[src/rtl/core/simcm_pkg.sv]
`timescale 1ns / 1ps
`default_nettype none

package simcm_pkg;

  // Field widths of the input and result items.
  localparam int unsigned EntryW     = 32;
  localparam int unsigned ClusterW   = 22;
  localparam int unsigned StartW     = 32;
  localparam int unsigned EndSectorW = 49;
  localparam int unsigned FileW      = 48;
  localparam int unsigned HostW      = 54;
  localparam int unsigned CountW     = 29;
  localparam int unsigned ExtentW    = 63;

  // Register index port and data port widths.
  localparam int unsigned CfgIdxW  = 3;
  localparam int unsigned CfgDataW = 49;

  // One sector is 512 bytes, so a sector count becomes bytes by a shift.
  localparam int unsigned SectorShift = 9;

  // An end sector is below 2^49, so its byte address fits in 58 bits.
  localparam int unsigned EndByteW = EndSectorW + SectorShift;

  // Largest mapped cluster count that the result can show.
  localparam logic [CountW-1:0] CountMax = {CountW{1'b1}};

  // Register indexes.
  localparam logic [CfgIdxW-1:0] REG_EXT_MODE      = 3'd0;
  localparam logic [CfgIdxW-1:0] REG_CLUSTER_SECT  = 3'd1;
  localparam logic [CfgIdxW-1:0] REG_DATA_START    = 3'd2;
  localparam logic [CfgIdxW-1:0] REG_DATA_END      = 3'd3;
  localparam logic [CfgIdxW-1:0] REG_FILE_SIZE     = 3'd4;
  localparam logic [CfgIdxW-1:0] REG_BASE_EXTENT   = 3'd5;

  // Configuration register file contents.
  typedef struct packed {
    logic                  ext_mode;
    logic [ClusterW-1:0]   cluster_sectors;
    logic [StartW-1:0]     area_base;
    logic [EndSectorW-1:0] area_limit;
    logic [FileW-1:0]      file_size;
    logic [FileW-1:0]      base_extent;
  } cfg_t;

  // Reload of the furthest extent when the base extent is written.
  typedef struct packed {
    logic             load;
    logic [FileW-1:0] value;
  } base_load_t;

  // Classified entry handed from the mapping pipeline to the accumulator.
  typedef struct packed {
    logic                valid;
    logic                last;
    logic                mapped;
    logic [HostW-1:0]    host;
    logic [EndByteW-1:0] end_bytes;
    logic                end_over_file;
  } map_res_t;

endpackage

`default_nettype wire

[src/rtl/core/simcm_cfg_regs.sv]
`timescale 1ns / 1ps
`default_nettype none

module simcm_cfg_regs
  import simcm_pkg::*;
(
  input  wire logic                clk,
  input  wire logic                rst_n,
  input  wire logic                cfg_we,
  input  wire logic [CfgIdxW-1:0]  cfg_idx,
  input  wire logic [CfgDataW-1:0] cfg_wdata,
  output cfg_t                     cfg,
  output base_load_t               base_load
);

  cfg_t cfg_r;
  cfg_t cfg_nxt;

  // Register write decode; unknown indexes leave everything unchanged.
  always_comb begin
    cfg_nxt = cfg_r;
    if (cfg_we) begin
      unique case (cfg_idx)
        REG_EXT_MODE:     cfg_nxt.ext_mode        = cfg_wdata[0];
        REG_CLUSTER_SECT: cfg_nxt.cluster_sectors = cfg_wdata[ClusterW-1:0];
        REG_DATA_START:   cfg_nxt.area_base       = cfg_wdata[StartW-1:0];
        REG_DATA_END:     cfg_nxt.area_limit      = cfg_wdata[EndSectorW-1:0];
        REG_FILE_SIZE:    cfg_nxt.file_size       = cfg_wdata[FileW-1:0];
        REG_BASE_EXTENT:  cfg_nxt.base_extent     = cfg_wdata[FileW-1:0];
        default:          cfg_nxt = cfg_r;
      endcase
    end
  end

  always_ff @(posedge clk) begin
    if (!rst_n) begin
      cfg_r.ext_mode        <= 1'b0;
      cfg_r.cluster_sectors <= ClusterW'(1);
      cfg_r.area_base       <= '0;
      cfg_r.area_limit      <= '0;
      cfg_r.file_size       <= '0;
      cfg_r.base_extent     <= '0;
    end else begin
      cfg_r <= cfg_nxt;
    end
  end

  assign cfg = cfg_r;

  // A base extent write also restarts the furthest extent.
  assign base_load.load  = cfg_we && (cfg_idx == REG_BASE_EXTENT);
  assign base_load.value = cfg_wdata[FileW-1:0];

endmodule

`default_nettype wire

[config.mk]
export PLATFORM = sky130hd
export DESIGN_NAME = simcm_cfg_regs
export DESIGN_NICKNAME = d
export VERILOG_FILES = /design/src/rtl/core/simcm_pkg.sv /design/src/rtl/core/simcm_cfg_regs.sv
export SDC_FILE = /design/constraint.sdc
export NUM_CORES = 1
export LEC_CHECK = 0
export BUFFER_PORTS_ARGS = -buffer_cell sky130_fd_sc_hd__buf_2
export CAP_MARGIN = 20
export CORE_MARGIN = 10
export CORE_UTILIZATION = 48
export CTS_CLUSTER_SIZE = 20
export DETAILED_ROUTE_END_ITERATION = 16
export PLACE_DENSITY = 0.85
export SYNTH_ARGS = -nofsm -noshare
export SYNTH_HDL_FRONTEND = slang
export SYNTH_SLANG_ARGS = --single-unit
[constraint.sdc]
create_clock -name clk -period 1.2 [get_ports clk]
set_input_delay 0.24 -clock clk [delete_from_list [all_inputs] [get_ports clk]]
set_output_delay 0.24 -clock clk [all_outputs]
set_load 0.02 [all_outputs]
After elaboration in Yosys (flattened, before gate mapping). Cells that the tools add are included.

Output and inout port bits: 249. Bits in registers: 200. Input bits: 55. Logic and storage cells: 19.

Reduce and logical (&&, ||, !) cells: 8. Eq/ne operators: 5.

Operator list (count): 2-bit AND reduction (6); 3-bit by 2-bit == test with 1-bit output (second input constant) (2); 3-bit == test (second input constant) (2); 3-bit by 1-bit == test with 1-bit output (second input constant) (1); 3-bit zero test (1); 1-bit logical AND (1).

Logic depth before layout (Yosys ltp). Gate-level depths: netlist (run 1).

Depth after elaboration: 2. Depth in mapped cells: 5. Depth with buffers taken out: 2.

Worst setup path before layout (run 1). OpenSTA, ideal clock, no wires.

Kind: in2out. Start point: input port cfg_idx[1]. End point: output port base_load[48] (netlist name). Path slack: -20 ps. Stages: 4. Data required time: 960 ps. Path buffers: 2. Arrival: 980 ps. Cells stage by stage: nand4b_1 -> buf_4 -> buf_4 -> inv_1.

RTL lines: start: declaration (line simcm_cfg_regs.sv:10) `input wire logic [CfgIdxW-1:0] cfg_idx,`; end: declaration (line simcm_cfg_regs.sv:13) `output base_load_t base_load`.

Worst setup path after layout (run 1).
Start point: register cfg_r (netlist bit cfg[19]). End point: output port cfg[19] (netlist name).

RTL lines: start: declaration (line simcm_cfg_regs.sv:16) `cfg_t cfg_r;`; start signal: assignment (line simcm_cfg_regs.sv:44) `cfg_r <= cfg_nxt;`; end: declaration (line simcm_cfg_regs.sv:12) `output cfg_t cfg,`.

No word-level cell between the ends.

==> results of run 1 <==
cells in the final DEF, fill, tap and decap left out, types with 2 or more instances in the layout:
master and instances:
buf_6 14, clkbuf_16 17, and4bb_2 2, dfxtp_2 85, nor2b_1 2, nand2_1 248
nand4b_1 2, mux2i_1 200, buf_2 125, clkinvlp_4 3, dfxtp_1 115, clkinv_4 5
buf_12 15, inv_8 3, buf_4 185
logic make-up (layout without fill, tap and decap cells):
family	after synthesis	after routing	share of synthesized area, %
AND/OR/NAND/NOR	256	256	13.2
buffers and inverters	100	372	8.18
flip-flops	200	200	52.4
multiplexers	200	200	26.2
worst max-delay path by stage:
stage	startpoint	to	slack, ns	cells past startpoint
finish	cfg[19]$_SDFFE_PN0P_	cfg[19]	0.004	1
global route	cfg[29]$_SDFFE_PN0P_	cfg[29]	-0.02	1
CTS	cfg[139]$_SDFFE_PN0P_	cfg[139]	0.0007	1
detailed placement	cfg_idx[2]	cfg[199]$_SDFFE_PN0P_	-0.08	4
global placement	cfg_idx[2]	cfg[199]$_SDFFE_PN0P_	-0.12	4
floorplan	cfg_idx[1]	base_load[48]	0.03	4
synthesized netlist by cell type:
cell type	number	area (µm²)
and4bb_2	2	25.0
buf_1	2	7.51
buf_2	13	65.1
buf_4	58	435
buf_6	2	22.5
clkbuf_1	24	90.1
dfxtp_1	200	4000
inv_1	1	3.75
mux2i_1	200	2000
nand2_1	248	931
nand4b_1	2	17.5
nand4bb_1	1	11.3
nor2b_1	2	12.5
nor4b_1	1	8.76
through the flow:
step / hold slack (ns) / setup slack (ns) / std cells
6_report: 0.0824 / 0.00444 / 1244
5_1_grt: 0.0713 / -0.0236 / 1244
4_1_cts: 0.0503 / 0.000688 / 1241
3_5_place_dp: 0.443 / -0.0836 / 1209
3_3_place_gp: 0.439 / -0.119 / 1209
2_1_floorplan: 0.379 / 0.0286 / 756
repair_timing:
| action | in CTS | in global routing |
|---|---|---|
| hold buffers | 0 | 0 |
| endpoints found under the hold margin | 0 | 0 |
| gates resized for setup | 71 | 210 |
| pin swaps | 0 | 0 |
| setup buffers | 0 | 3 |
| endpoints found under the setup margin | 58 | 156 |
per-layer routing:
layer,track usage [%],up-vias,wire (µm)
li1,-,2940,-
met1,22.0,2918,9220
met2,34.1,241,11500
met3,8.22,48,1880
met4,8.31,0,660
met5,0,-,0
power groups by stage:
| stage | Clock [µW] | Combinational, µW | Sequential (µW) |
|---|---|---|---|
| floorplan | 0 | 692 | 7180 |
| global placement | 0 | 1340 | 7000 |
| detailed placement | 0 | 1360 | 7000 |
| CTS | 5510 | 1380 | 6860 |
| global route | 5820 | 1530 | 6890 |
| finish | 5440 | 1440 | 6880 |
area by class of cell:
class,count,area (µm²),area share [%]
flip-flops and latches,200,4110,39.4
multi-input cells,456,3020,29.0
repair buffers,339,2470,23.7
clock buffers,19,443,4.24
well taps,216,270,2.59
clock inverters,13,114,1.09
inverters,1,3.75,0.0360
==> metrics.yaml, run 1 <==
detailed_routing:
  avgViaCountPerCell: 4.94
  drtIter0Drc: 249
  vias: 6147
  routed_wl_um: 23300
  drc: 0
  postRouteAntennaNets: 0
  wl_per_cell_um: 18.7
  firstDrtPassIters: 5
synthesis:
  ys_warn_count: 0
  syn_avg_cell_area_um2: 10.1
  postSynthCellCount: 756
  seq_area_frac_synth_pct: 52.4
  syn-num-nets: 811
  synth_cell_types: 14
  synth_area_um2: 7640
  ys_ff_latch: 200
floorplan:
  die_y_um: 146
  rows: 46
  die_w_um: 146
  core-area_um2: 15700
  pin_count: 304
  dieArea_um2: 21400
  start_util_pct: 48.6
worst_setup_path:
  path_class: "flop to output pin"
  end_kind: "output pin"
  cp_data_arrival_time_ns: 0.96
  crit_required_ns: 0.96
  path_max_fanout: 2
  path_buf_inv: 1
  crit_chain: "buf_4"
  rr_worst_depth: 2
  max_stage_delay_ns: 0.36
  crit_family: "flip-flops"
  rr_startpoint: "cfg[106]$_SDFFE_PN0P_"
  ff2ff_setup_slack_ns: 0.55
  cp-start-kind: "flop"
  slowest_stage: "dfxtp_1"
  r2r_end: "cfg[106]$_SDFFE_PN0P_"
clock_network:
  cts_buffer_depth: 2
  clk-insertion-delay-late_ns: 0.42
  path_clk_slew_ns: 0.07
  cts_buffers: 17
  h-tree-depth: 4
  clockRootBuffer: "clkbuf_16"
  cts_tree: "built"
  cts.sinks: 200
timing:
  layout_min_cycle_time_ns: 1.20
  clock_skew_ns: 0
  fmax_mhz: 836
  tightest_slew_ns: 0.511
  setup_viol: 0
  min_period_over_period_pct: 99.6
  setup-tns-final_ns: 0
  slew_headroom_pct: 65.5
  hold_viol: 0
  drv_slew: 0
power:
  p_int_uw: 10100
  power_switching_uw: 3630
  p_sw_share_pct: 26.4
  fin_total_pwr_uw: 13800
  irDropWorstVdd_mv: 0.918
  leakage_uw: 0.00546
  pwr-share-seq_pct: 50.0
  powerDensity_nw_per_um2: 1320
  power_frac_clock_pct: 39.5
  share_comb_of_total_power_pct: 10.5
flow_run:
  drv_cap: 0
layout:
  largest_reg_flops: 200
  nFillCells: 1148
  nets: 1070
  drive_above_1_share_pct: 44.6
  postLayoutCoreUtil_pct: 66.4
  fin_area_um2: 10400
  n_antenna_cell: 0
  syn_to_final_growth_pct: 36.7
global_route:
  track_usage_pct: 20.2
  grt_pass1_wl_um: 34900
  grt_max_degree: 45
  antenna_found_initial: 0
  overflow: 0
  grt_pass1_vias: 6391
min_path:
  hold_class: "input port to flop"
  hp-start: "cfg_wdata[48]"
  hold_end: "cfg[144]$_SDFFE_PN0P_"
  min_delay_path_depth: 3
run_status:
  status: "complete, no violations"
placed_design:
  dpl_cell_area_um2: 9260
  io_buffers: 303
  gp_congestion: 0.783
  dp.final_hpwl_um: 16500
No activity file was read; power rests on OpenSTA's default activity.
==> run 2: changes to the inputs <==
--- a/config.mk
+++ b/config.mk
@@ -8,4 +8,5 @@
 export BUFFER_PORTS_ARGS = -buffer_cell sky130_fd_sc_hd__buf_2
 export CAP_MARGIN = 20
+export CORE_ASPECT_RATIO = 2
 export CORE_MARGIN = 10
 export CORE_UTILIZATION = 48
==> constraint.sdc (replaced) <==
create_clock -name clk -period 1.2 [get_ports clk]
set_input_delay 0.12 -clock clk [delete_from_list [all_inputs] [get_ports clk]]
set_output_delay 0.12 -clock clk [all_outputs]
set_load 0.02 [all_outputs]
==> metrics.yaml, run 2 (synthesis results as in run 1) <==
run_status:
  status: "complete, no violations"
min_path:
  hold_end: "cfg[38]$_SDFFE_PN0P_"
  hold_class: "input port to flop"
  min_delay_path_depth: 3
  hp-start: "cfg_wdata[38]"
clock_network:
  cts_buffer_depth: 2
  h-tree-depth: 4
  cts_tree: "built"
  cts_buffers: 17
  cts.sinks: 200
  path_clk_slew_ns: 0.07
  clockRootBuffer: "clkbuf_16"
  clk-insertion-delay-late_ns: 0.41
global_route:
  met3_usage_pct: 5.45
  met2_usage_pct: 35.4
  grt_pass1_wl_um: 32700
  track_usage_pct: 19.2
  grt_max_degree: 59
  overflow: 0
  antenna_found_initial: 0
  grt.busiest_layer: "met2"
  grt_pass1_vias: 6060
  use_met1_pct: 19.3
layout:
  final_common_cell: "buf_2"
  syn_to_final_growth_pct: 28.0
  largest_reg_flops: 200
  drive_above_1_share_pct: 35.6
  mostFrequentLayoutCells: "buf_2 (302), nand2_1 (248), mux2i_1 (200), dfxtp_1 (200), clkbuf_16 (17)"
  fin_area_um2: 9770
  n_antenna_cell: 0
  nets: 1065
worst_setup_path:
  rr_startpoint: "cfg[80]$_SDFFE_PN0P_"
  slowest_stage: "nand4b_1"
  ff2ff_setup_slack_ns: 0.56
  path_class: "input port to output pin"
  cp_data_arrival_time_ns: 1.00
  max_stage_delay_ns: 0.17
  cp-start-kind: "input port"
  rr_worst_depth: 2
  crit_top_cell: "buf_2"
  crit_chain: "buf_2 -> nand4b_1 -> buf_4 -> buf_12 -> inv_1 -> buf_2"
  end_kind: "output pin"
  crit_required_ns: 1.08
  r2r_end: "cfg[80]$_SDFFE_PN0P_"
  path_max_fanout: 18
  crit_family: "buffers and inverters"
  path_buf_inv: 5
floorplan:
  core-area_um2: 15700
  start_util_pct: 48.6
  dieArea_um2: 21700
  die_y_um: 198
  die_w_um: 109
  pin_count: 304
  rows: 65
detailed_routing:
  firstDrtPassIters: 5
  drtIter0Drc: 145
  vias: 6050
  routed_wl_um: 21800
  postRouteAntennaNets: 0
  wl_per_cell_um: 17.8
  drc: 0
  avgViaCountPerCell: 4.94
timing:
  clock_skew_ns: 0
  setup_viol: 0
  tightest_slew_ns: 0.341
  layout_min_cycle_time_ns: 1.12
  slew_headroom_pct: 76.9
  min_period_over_period_pct: 93.2
  drv_slew: 0
  hold_ws_ns: 0.0162
  fmax_mhz: 894
  hold_viol: 0
  rsz0062_at_grt: "no"
  final.setup.worst_slack_ns: 0.0813
power:
  p_int_uw: 10100
  powerDensity_nw_per_um2: 1390
  share_comb_of_total_power_pct: 9.8
  power_frac_clock_pct: 39.9
  p_sw_share_pct: 25.5
  leakage_uw: 0.00539
  power_switching_uw: 3480
  pwr-share-seq_pct: 50.3
  irDropWorstVdd_mv: 0.936
placed_design:
  io_buffers: 303
  dp.final_hpwl_um: 16400
  pre_cts_slack_ns: -0.0386
  gp_congestion: 0.866
  dpl_cell_area_um2: 9180
flow_run:
  drv_cap: 0
-- run 2: changes by cell type in the layout (fill, tap and decap cells not counted), sizes merged --
cell,previous run,this run
buf,339,331
dlygate4sd3,0,3
bufinv,0,1
clkinv,6,5
-- run 2: power groups by stage --
stage | clock, µW | sequential [µW] | combinational [µW]
2_1_floorplan | 0 | 7180 | 691
5_1_grt | 5780 | 6870 | 1430
6_report | 5440 | 6850 | 1330
3_5_place_dp | 0 | 7000 | 1340
4_1_cts | 5520 | 6850 | 1350
3_3_place_gp | 0 | 7000 | 1320
-- run 2: worst min-delay path, cell delays in order --
cell and delay (ns):
buf_2 0.11, nand2_1 0.09, mux2i_1 0.07
-- run 2: worst max path at each step --
stage | start | to | slack, ns | depth (start not counted)
final | cfg_idx[1] | base_load[48] | 0.08 | 6
after global placement | cfg_idx[1] | base_load[48] | 0.01 | 5
after detailed placement | cfg_idx[1] | base_load[48] | -0.04 | 5
after global routing | cfg_idx[1] | base_load[48] | 0.03 | 6
after floorplan | cfg_idx[1] | base_load[48] | 0.22 | 4
after CTS | cfg[151]$_SDFFE_PN0P_ | cfg[151] | 0.08 | 1
-- run 2: final cells by class --
class                   count  area (µm²)
clock buffers              19         433
well taps                 201         251
repair buffers            334        1940
fillers                  1284        5920
inverters                   1        3.75
flip-flops and latches    200        4000
clock inverters            13         120
multi-input cells         456        3020
-- run 2: routing by layer --
layer / up-vias / part of all wire [%]
met2: 221 / 53
met4: 0 / 3.5
met1: 2859 / 36
li1: 2932 / -
met3: 38 / 7.5
met5: - / 0
-- run 2: timing repair --
| item | CTS | global route |
|---|---|---|
| hold buffers | 3 | 0 |
| buffers inserted | 1 | 0 |
| endpoints found under the hold margin | 5 | 0 |
| resized for setup | 0 | 0 |
| endpoints found under the setup margin | 1 | 0 |
-- run 2: through the flow --
stage / setup TNS (ns) / total power, µW / std cells / utilization [%]
2_1_floorplan: 0 / 7870 / 756 / -
3_3_place_gp: 0 / 8320 / 1188 / 58.5
3_5_place_dp: -0.0386 / 8350 / 1188 / 58.5
4_1_cts: 0 / 13700 / 1224 / 62.3
5_1_grt: 0 / 14100 / 1224 / 62.3
6_report: 0 / 13600 / 1224 / 62.3
